File: config.mk
export PLATFORM = sky130hd
export DESIGN_NAME = bresenham_line_stepper_unit
export DESIGN_NICKNAME = d
export VERILOG_FILES = /design/src/rtl/bls_pkg.sv /design/src/rtl/bresenham_line_stepper_unit.sv
export SDC_FILE = /design/constraint.sdc
export NUM_CORES = 1
export LEC_CHECK = 0
export ABC_AREA = 0
export BUFFER_PORTS_ARGS = -buffer_cell sky130_fd_sc_hd__buf_4
export CAP_MARGIN = 20
export CELL_PAD_IN_SITES_DETAIL_PLACEMENT = 1
export CELL_PAD_IN_SITES_GLOBAL_PLACEMENT = 1
export CORE_AREA = 5 5 219 221
export DETAILED_ROUTE_END_ITERATION = 16
export DIE_AREA = 0 0 224 226
export MAX_ROUTING_LAYER = met4
export PLACE_DENSITY = 0.83
export SYNTH_ARGS = -nofsm -noshare
export SYNTH_HDL_FRONTEND = slang
export SYNTH_SLANG_ARGS = --single-unit
File: constraint.sdc
create_clock -name clock -period 8.3 [get_ports clock]
set_clock_uncertainty 0.15 [all_clocks]
set_input_delay 1.66 -clock clock [delete_from_list [all_inputs] [get_ports clock]]
set_output_delay 1.66 -clock clock [all_outputs]
set_load 0.01 [all_outputs]
File: src/rtl/bls_pkg.sv
// ----------------------------------------------------------------------------
// bls_pkg
// Types and constants for the Bresenham line stepper: item layouts for the
// request and response channels, function codes and internal widths.
// ----------------------------------------------------------------------------
package bls_pkg;

   // coordinate width of every point field
   localparam int COORD_BITS = 12;
   // color width
   localparam int COLOR_BITS = 24;
   // decision term width, holds -2*major .. 2*minor
   localparam int DEC_BITS   = COORD_BITS + 3;

   // result queue geometry
   localparam int QUEUE_DEPTH = 4;
   localparam int PTR_BITS    = $clog2(QUEUE_DEPTH);
   localparam int CNT_BITS    = $clog2(QUEUE_DEPTH + 1);

   // function codes
   localparam logic FUNC_START = 1'b0;
   localparam logic FUNC_STEP  = 1'b1;

   // fold flag bit positions
   localparam int FOLD_INV_X = 0;
   localparam int FOLD_INV_Y = 1;
   localparam int FOLD_SWAP  = 2;

   // request item
   typedef struct packed {
      logic                          func;
      logic signed [COORD_BITS-1:0]  x_start;
      logic signed [COORD_BITS-1:0]  y_start;
      logic signed [COORD_BITS-1:0]  x_end;
      logic signed [COORD_BITS-1:0]  y_end;
      logic        [COLOR_BITS-1:0]  color;
   } req_type;

   // response item
   typedef struct packed {
      logic signed [COORD_BITS-1:0]  point_x;
      logic signed [COORD_BITS-1:0]  point_y;
      logic        [COLOR_BITS-1:0]  point_color;
      logic                          last_point;
   } rsp_type;

endpackage

File: src/rtl/bresenham_line_stepper_unit.sv
// ----------------------------------------------------------------------------
// bresenham_line_stepper_unit
// Integer Bresenham line rasterizer for all octants, one pixel per step item.
// ----------------------------------------------------------------------------
// Usage:
//  - req channel (valid/ready) carries one item: a start item (func = start)
//    loads a new line and returns two points, the start point and then the
//    end point; a step item returns the next pixel of the line, with
//    last_point set on the final one (the end point again). A step item while
//    no line is active is consumed and returns nothing. A start item while a
//    line is active abandons it.
//  - rsp channel (valid/ready) returns points in order.
//  - the points of an item are written into the result queue when the item is
//    accepted. All line math for an item is done in the cycle it is accepted.
//  - throughput: one item per cycle for step items while rsp_ready is high;
//    a start item returns two points. The rate is set by the 4-entry result
//    queue: req_ready is high while at most 2 entries are held, so a stalled
//    receiver back-pressures the requester after a few items; nothing is lost.
//  - reset (synchronous, active high) empties the queue and leaves the block
//    idle with no line in progress.
// ----------------------------------------------------------------------------
module bresenham_line_stepper_unit (
   input  logic             clock,
   input  logic             reset,
   input  logic             req_valid,
   output logic             req_ready,
   input  bls_pkg::req_type req_data,
   output logic             rsp_valid,
   input  logic             rsp_ready,
   output bls_pkg::rsp_type rsp_data
);

   localparam int N  = bls_pkg::COORD_BITS;
   localparam int DW = bls_pkg::DEC_BITS;
   localparam int QD = bls_pkg::QUEUE_DEPTH;
   localparam int PB = bls_pkg::PTR_BITS;
   localparam int CB = bls_pkg::CNT_BITS;

   // line state
   logic                          active_ff,    active_in;
   logic [N-1:0]                  major_pos_ff, major_pos_in;
   logic [N-1:0]                  minor_pos_ff, minor_pos_in;
   logic [N-1:0]                  major_len_ff, major_len_in;
   logic [N-1:0]                  minor_len_ff, minor_len_in;
   logic [DW-1:0]                 decision_ff,  decision_in;
   logic [2:0]                    fold_ff,      fold_in;
   logic [N-1:0]                  orig_x_ff,    orig_x_in;
   logic [N-1:0]                  orig_y_ff,    orig_y_in;
   logic [bls_pkg::COLOR_BITS-1:0] color_ff,    color_in;

   // result queue
   bls_pkg::rsp_type              queue_ff [QD];
   logic [PB-1:0]                 wr_ptr_ff, wr_ptr_in;
   logic [PB-1:0]                 rd_ptr_ff, rd_ptr_in;
   logic [CB-1:0]                 count_ff,  count_in;
   logic [PB-1:0]                 wr_ptr_nx;

   logic                          req_fire, rsp_fire, is_start;
   logic [1:0]                    push_n;
   bls_pkg::rsp_type              res0, res1;

   // start folding
   logic [N:0]                    dx_full, dy_full;
   logic [N:0]                    adx_full, ady_full;
   logic [N-1:0]                  adx, ady, maj0, min0;
   logic                          swap0;
   logic [DW-1:0]                 dec0;

   // step math
   logic                          dec_pos, step_last;
   logic [DW-1:0]                 ext_min, ext_maj, diff2, dec_step;
   logic [N-1:0]                  maj_nx, min_nx, px_f, py_f, px, py;

   assign req_fire = req_valid && req_ready;
   assign rsp_fire = rsp_valid && rsp_ready;
   assign is_start = (req_data.func == bls_pkg::FUNC_START);

   // fold a new line into the first octant
   always_comb begin
      dx_full  = {req_data.x_end[N-1], req_data.x_end} -
                 {req_data.x_start[N-1], req_data.x_start};
      dy_full  = {req_data.y_end[N-1], req_data.y_end} -
                 {req_data.y_start[N-1], req_data.y_start};
      adx_full = dx_full[N] ? (~dx_full + 1'b1) : dx_full;
      ady_full = dy_full[N] ? (~dy_full + 1'b1) : dy_full;
      adx      = adx_full[N-1:0];
      ady      = ady_full[N-1:0];
      swap0    = (adx < ady);
      maj0     = swap0 ? ady : adx;
      min0     = swap0 ? adx : ady;
      dec0     = {2'b00, min0, 1'b0} - {3'b000, maj0};
   end

   // advance one pixel and map it back to the real octant
   always_comb begin
      dec_pos   = !decision_ff[DW-1] && (decision_ff != '0);
      ext_min   = {3'b000, minor_len_ff};
      ext_maj   = {3'b000, major_len_ff};
      diff2     = {ext_min[DW-2:0], 1'b0} - {ext_maj[DW-2:0], 1'b0};
      dec_step  = dec_pos ? (decision_ff + diff2)
                          : (decision_ff + {ext_min[DW-2:0], 1'b0});
      maj_nx    = major_pos_ff + 1'b1;
      min_nx    = dec_pos ? (minor_pos_ff + 1'b1) : minor_pos_ff;
      step_last = (maj_nx >= major_len_ff);
      px_f      = fold_ff[bls_pkg::FOLD_SWAP] ? min_nx : maj_nx;
      py_f      = fold_ff[bls_pkg::FOLD_SWAP] ? maj_nx : min_nx;
      px        = (fold_ff[bls_pkg::FOLD_INV_X] ? (~px_f + 1'b1) : px_f) + orig_x_ff;
      py        = (fold_ff[bls_pkg::FOLD_INV_Y] ? (~py_f + 1'b1) : py_f) + orig_y_ff;
   end

   // next line state and the points to queue
   always_comb begin
      active_in    = active_ff;
      major_pos_in = major_pos_ff;
      minor_pos_in = minor_pos_ff;
      major_len_in = major_len_ff;
      minor_len_in = minor_len_ff;
      decision_in  = decision_ff;
      fold_in      = fold_ff;
      orig_x_in    = orig_x_ff;
      orig_y_in    = orig_y_ff;
      color_in     = color_ff;
      push_n       = 2'd0;

      res0.point_x     = px;
      res0.point_y     = py;
      res0.point_color = color_ff;
      res0.last_point  = step_last;
      res1             = res0;

      if (is_start) begin
         res0.point_x     = req_data.x_start;
         res0.point_y     = req_data.y_start;
         res0.point_color = req_data.color;
         res0.last_point  = 1'b0;
         res1.point_x     = req_data.x_end;
         res1.point_y     = req_data.y_end;
         res1.point_color = req_data.color;
         res1.last_point  = (maj0 == '0);
      end

      if (req_fire) begin
         if (is_start) begin
            push_n       = 2'd2;
            active_in    = (maj0 != '0);
            major_pos_in = '0;
            minor_pos_in = '0;
            major_len_in = maj0;
            minor_len_in = min0;
            decision_in  = dec0;
            fold_in      = {swap0, dy_full[N], dx_full[N]};
            orig_x_in    = req_data.x_start;
            orig_y_in    = req_data.y_start;
            color_in     = req_data.color;
         end else if (active_ff) begin
            push_n       = 2'd1;
            major_pos_in = maj_nx;
            minor_pos_in = min_nx;
            decision_in  = dec_step;
            if (step_last) begin
               active_in = 1'b0;
            end
         end
      end
   end

   // queue pointers and occupancy
   always_comb begin
      wr_ptr_nx = wr_ptr_ff + 1'b1;
      wr_ptr_in = wr_ptr_ff + push_n[PB-1:0];
      rd_ptr_in = rsp_fire ? (rd_ptr_ff + 1'b1) : rd_ptr_ff;
      count_in  = count_ff + CB'(push_n) - CB'(rsp_fire);
   end

   assign req_ready = (count_ff <= CB'(QD - 2));
   assign rsp_valid = (count_ff != '0);
   assign rsp_data  = queue_ff[rd_ptr_ff];

   // control registers
   always_ff @(posedge clock) begin
      if (reset) begin
         active_ff <= 1'b0;
         wr_ptr_ff <= '0;
         rd_ptr_ff <= '0;
         count_ff  <= '0;
      end else begin
         active_ff <= active_in;
         wr_ptr_ff <= wr_ptr_in;
         rd_ptr_ff <= rd_ptr_in;
         count_ff  <= count_in;
      end
   end

   // line registers, cleared on reset to match the idle state
   always_ff @(posedge clock) begin
      if (reset) begin
         major_pos_ff <= '0;
         minor_pos_ff <= '0;
         major_len_ff <= '0;
         minor_len_ff <= '0;
         decision_ff  <= '0;
         fold_ff      <= '0;
         orig_x_ff    <= '0;
         orig_y_ff    <= '0;
         color_ff     <= '0;
      end else begin
         major_pos_ff <= major_pos_in;
         minor_pos_ff <= minor_pos_in;
         major_len_ff <= major_len_in;
         minor_len_ff <= minor_len_in;
         decision_ff  <= decision_in;
         fold_ff      <= fold_in;
         orig_x_ff    <= orig_x_in;
         orig_y_ff    <= orig_y_in;
         color_ff     <= color_in;
      end
   end

   // queue payload, no reset needed
   always_ff @(posedge clock) begin
      if (push_n != 2'd0) begin
         queue_ff[wr_ptr_ff] <= res0;
      end
      if (push_n == 2'd2) begin
         queue_ff[wr_ptr_nx] <= res1;
      end
   end

   // queue never overflows
   a_count_bound: assert property (@(posedge clock) disable iff (reset)
      count_ff <= CB'(QD))
      else $error("result queue overflow");

   // an accepted item always finds room for two points
   a_room_on_accept: assert property (@(posedge clock) disable iff (reset)
      req_fire |-> (count_ff <= CB'(QD - 2)))
      else $error("item accepted without queue room");

   // a zero-length line leaves the block idle
   a_zero_len_idle: assert property (@(posedge clock) disable iff (reset)
      (req_fire && is_start && (maj0 == '0)) |=> !active_ff)
      else $error("zero-length line left active");

   // the final pixel of a line ends it
   a_last_ends_line: assert property (@(posedge clock) disable iff (reset)
      (req_fire && !is_start && active_ff && step_last) |=> !active_ff)
      else $error("line still active after last pixel");

   // a step while idle queues nothing
   a_idle_step_silent: assert property (@(posedge clock) disable iff (reset)
      (req_fire && !is_start && !active_ff) |-> (push_n == 2'd0))
      else $error("idle step produced a point");

endmodule
==> flow_summary.toml <==
[timing]
period_share_pct = 95.42
tightest_slew_ns = 1.211
maxSlewHeadroom_pct = 19.29
setup_viol = 0
finalHoldViolCount = 0
layout_min_cycle_time_ns = 7.920
rsz0062_at_grt = "false"
fin_ws_ns = 0.3800
slew_violations = 0
max_freq_mhz = 126.3

[floorplan]
rows = 79
initial_utilization_pct = 43.07
dieArea_sq_um = 50620
die_w_um = 224
die_h_um = 226
core_area_sq_um = 45960
num_io_pins = 128

[cts]
cts_inserted_buffers = 36
clock-sinks = 320
cts-resized-gates = 0
clockBufferDepth = 3
cts_setup_buffers = 0
clk_latency_ns = 0.57
cts.hold.buffers_added = 0
cts_tree = "done"
htree_levels = 2
clk_pin_slew_worst_paths_ns = 0.06
root_buffer = "clkbuf_16"

[place]
dpl_worst_slack_ns = -0.09324
gp_congestion = 0.9001
port_buffers = 127
dp_hpwl_um = 44440

[final_layout]
multiInputGateArea_sq_um = 10680
final_common_cell = "nand2_1"
num-fill-cells = 5171
layout_common_cells = "333 x nand2_1, 199 x a21oi_1, 196 x edfxtp_1"
final-seq-area_sq_um = 8376
postLayoutCoreUtil_pct = 49.32
areaGrowthSynthToFinish_pct = 14.52
nets = 2350
drive_gt1_share_pct = 15.88

[routing]
num_vias = 16730
wl_per_cell_um = 23.06
first_iter_violations = 1117
drc = 0
avgViaCountPerCell = 5.990
first_pass_iters = 4
postRouteAntennaNets = 0
routed_wl_um = 64390

[worst_setup_path]
path_class = "input pin to flip-flop"
critPathLaunchType = "input pin"
ff2ff_path_depth = 25
max_stage_delay_ns = 0.44
r2r_slack_ns = 1.86
cp_max_fo = 6
cp-end-kind = "flip-flop"
critPathRequiredTime_ns = 8.63
r2r_start = "decision_ff[10]"
arrival_ns = 8.25
cp_slowest_cell = "a221oi_2"
reg2reg_to = "queue_ff[0][48]"

[grt]
overflow = 0
first_global_vias = 17661
grt_antenna_before_repair = 1
grt_max_degree = 108
grt_usage_pct = 25.70
grt_first_pass_wirelength_um = 99640

[power_and_ir_drop]
p_per_area_nw_per_um2 = 316.6
power.switching_mw = 2.882
p_sw_share_pct = 40.14
ir_worst_vdd_uv = 173.4
p_leak_nw = 8.945
internal_power_mw = 4.297
p_seq_share_pct = 28.9
p_comb_share_pct = 48.8
clockPowerShare_pct = 22.3
finalPower_mw = 7.178

[logic_synthesis]
syn_avg_cell_area_sq_um = 9.647
synth_enable_flop_cells = 196
syn_area_sq_um = 19800
synth_cell_types = 85
syn_inst = 2052
synth-seq-area-share_pct = 42.27
syn_nets = 2245
yosysWarnings = 0
synth-async-reset-ratio_pct = 0
synth.ff_latch_count = 320
synth_ff_type = "edfxtp_1"

[flow_run]
drv_cap = 0

[worst_hold_path]
hold_class = "flip-flop to flip-flop"
worstHoldStart = "major_len_ff[8]"
worstHoldPathCells = 2
min_to = "major_len_ff[8]"

[run_status]
status = "finished clean"
==> logic make-up (layout without fill, tap and decap cells) <==
family | after synthesis | after routing | synth area share, %
fa+ha+maj | 121 | 121 | 7.919
compound gates | 495 | 495 | 15.85
buf+inv | 210 | 343 | 4.045
mux | 135 | 135 | 10.17
other cells | 0 | 1 | 0
simple gates | 640 | 640 | 13.96
xor+xnor | 131 | 131 | 5.796
flops | 320 | 320 | 42.27
==> power by group through the flow <==
stage	Combinational (mW)	Sequential, mW	Clock [mW]
3_5_place_dp	3.45	2.11	0
5_1_grt	3.81	2.10	1.69
3_3_place_gp	3.34	2.09	0
6_report	3.50	2.08	1.60
2_1_floorplan	2.43	2.02	0
4_1_cts	3.49	2.08	1.63
==> routing by layer <==
layer  part of all wire [%]  vias up  routed length (um)  GRT usage [%]
li1                       -     7604                   -              -
met1                     41     8406               26440          30.74
met2                     49      542               31310          42.92
met3                    6.2      178                4020          4.979
met4                    4.1        0                2625          10.43
met5                      0        -                   0              -
==> worst max path at each step <==
| stage | from | end | slack [ns] | cells after the start |
|---|---|---|---|---|
| floorplan | req_data[36] | decision_ff[13] | 0.31 | 31 |
| CTS | req_data[36] | decision_ff[9] | 0.46 | 29 |
| detailed placement | req_data[36] | decision_ff[9] | -0.09 | 29 |
| global route | req_data[36] | decision_ff[9] | 0.03 | 32 |
| finish | req_data[36] | decision_ff[9] | 0.38 | 29 |
| global placement | req_data[36] | decision_ff[13] | 0.005 | 27 |
==> stage by stage <==
stage / area [sq um] / hold slack [ns] / cells / setup TNS (ns)
5_1_grt: 22670 / 0.3320 / 2793 / 0
3_5_place_dp: 21480 / 0.3007 / 2725 / -0.3886
6_report: 22670 / 0.3052 / 2793 / 0
2_1_floorplan: 19800 / 0.2829 / 2052 / 0
3_3_place_gp: 21480 / 0.2882 / 2725 / 0
4_1_cts: 22640 / 0.3107 / 2791 / 0
==> sequential cells by signal (all words and copies together) (netlist names), 12 cells and up, named ones only <==
register / flops
queue_ff: 196
color_ff: 24
decision_ff: 15
major_len_ff: 12
major_pos_ff: 12
minor_len_ff: 12
minor_pos_ff: 12
orig_x_ff: 12
orig_y_ff: 12
==> area by class of cell <==
| class | count | area share [%] |
|---|---|---|
| antenna | 1 | 0.01104 |
| clock buffer | 51 | 4.498 |
| clock inverter | 15 | 0.6181 |
| inverter | 107 | 1.777 |
| multi-input combinational | 1522 | 47.09 |
| sequential | 320 | 36.94 |
| tap | 607 | 3.350 |
| timing repair buffer | 170 | 5.707 |
==> synthesized netlist by cell type, drive strengths merged (27+ instances only) <==
library cell / number / share of area (%)
ha: 108 / 6.8
nor2: 166 / 3.1
o21ai: 63 / 1.6
mux2i: 56 / 2.9
dfxtp: 124 / 13
clkbuf: 80 / 1.5
edfxtp: 196 / 30
mux4: 49 / 5.6
a31oi: 63 / 2.0
xor2: 35 / 1.5
inv: 106 / 2.0
a21o: 27 / 1.0
a21oi: 202 / 5.1
mux2: 30 / 1.7
xnor2: 96 / 4.2
nand2: 334 / 6.3
==> critical path: cells and delay by family <==
kind | cells | cell delay (ns)
adder cells (fa/ha/maj) | 7 | 2.28
AO/OA/AOI/OAI | 10 | 2.22
AND/OR/NAND/NOR | 5 | 0.87
buffers and inverters | 5 | 0.56
multiplexers | 1 | 0.35
XOR/XNOR | 1 | 0.30
Note: power is estimated with default switching activity, not from simulation.
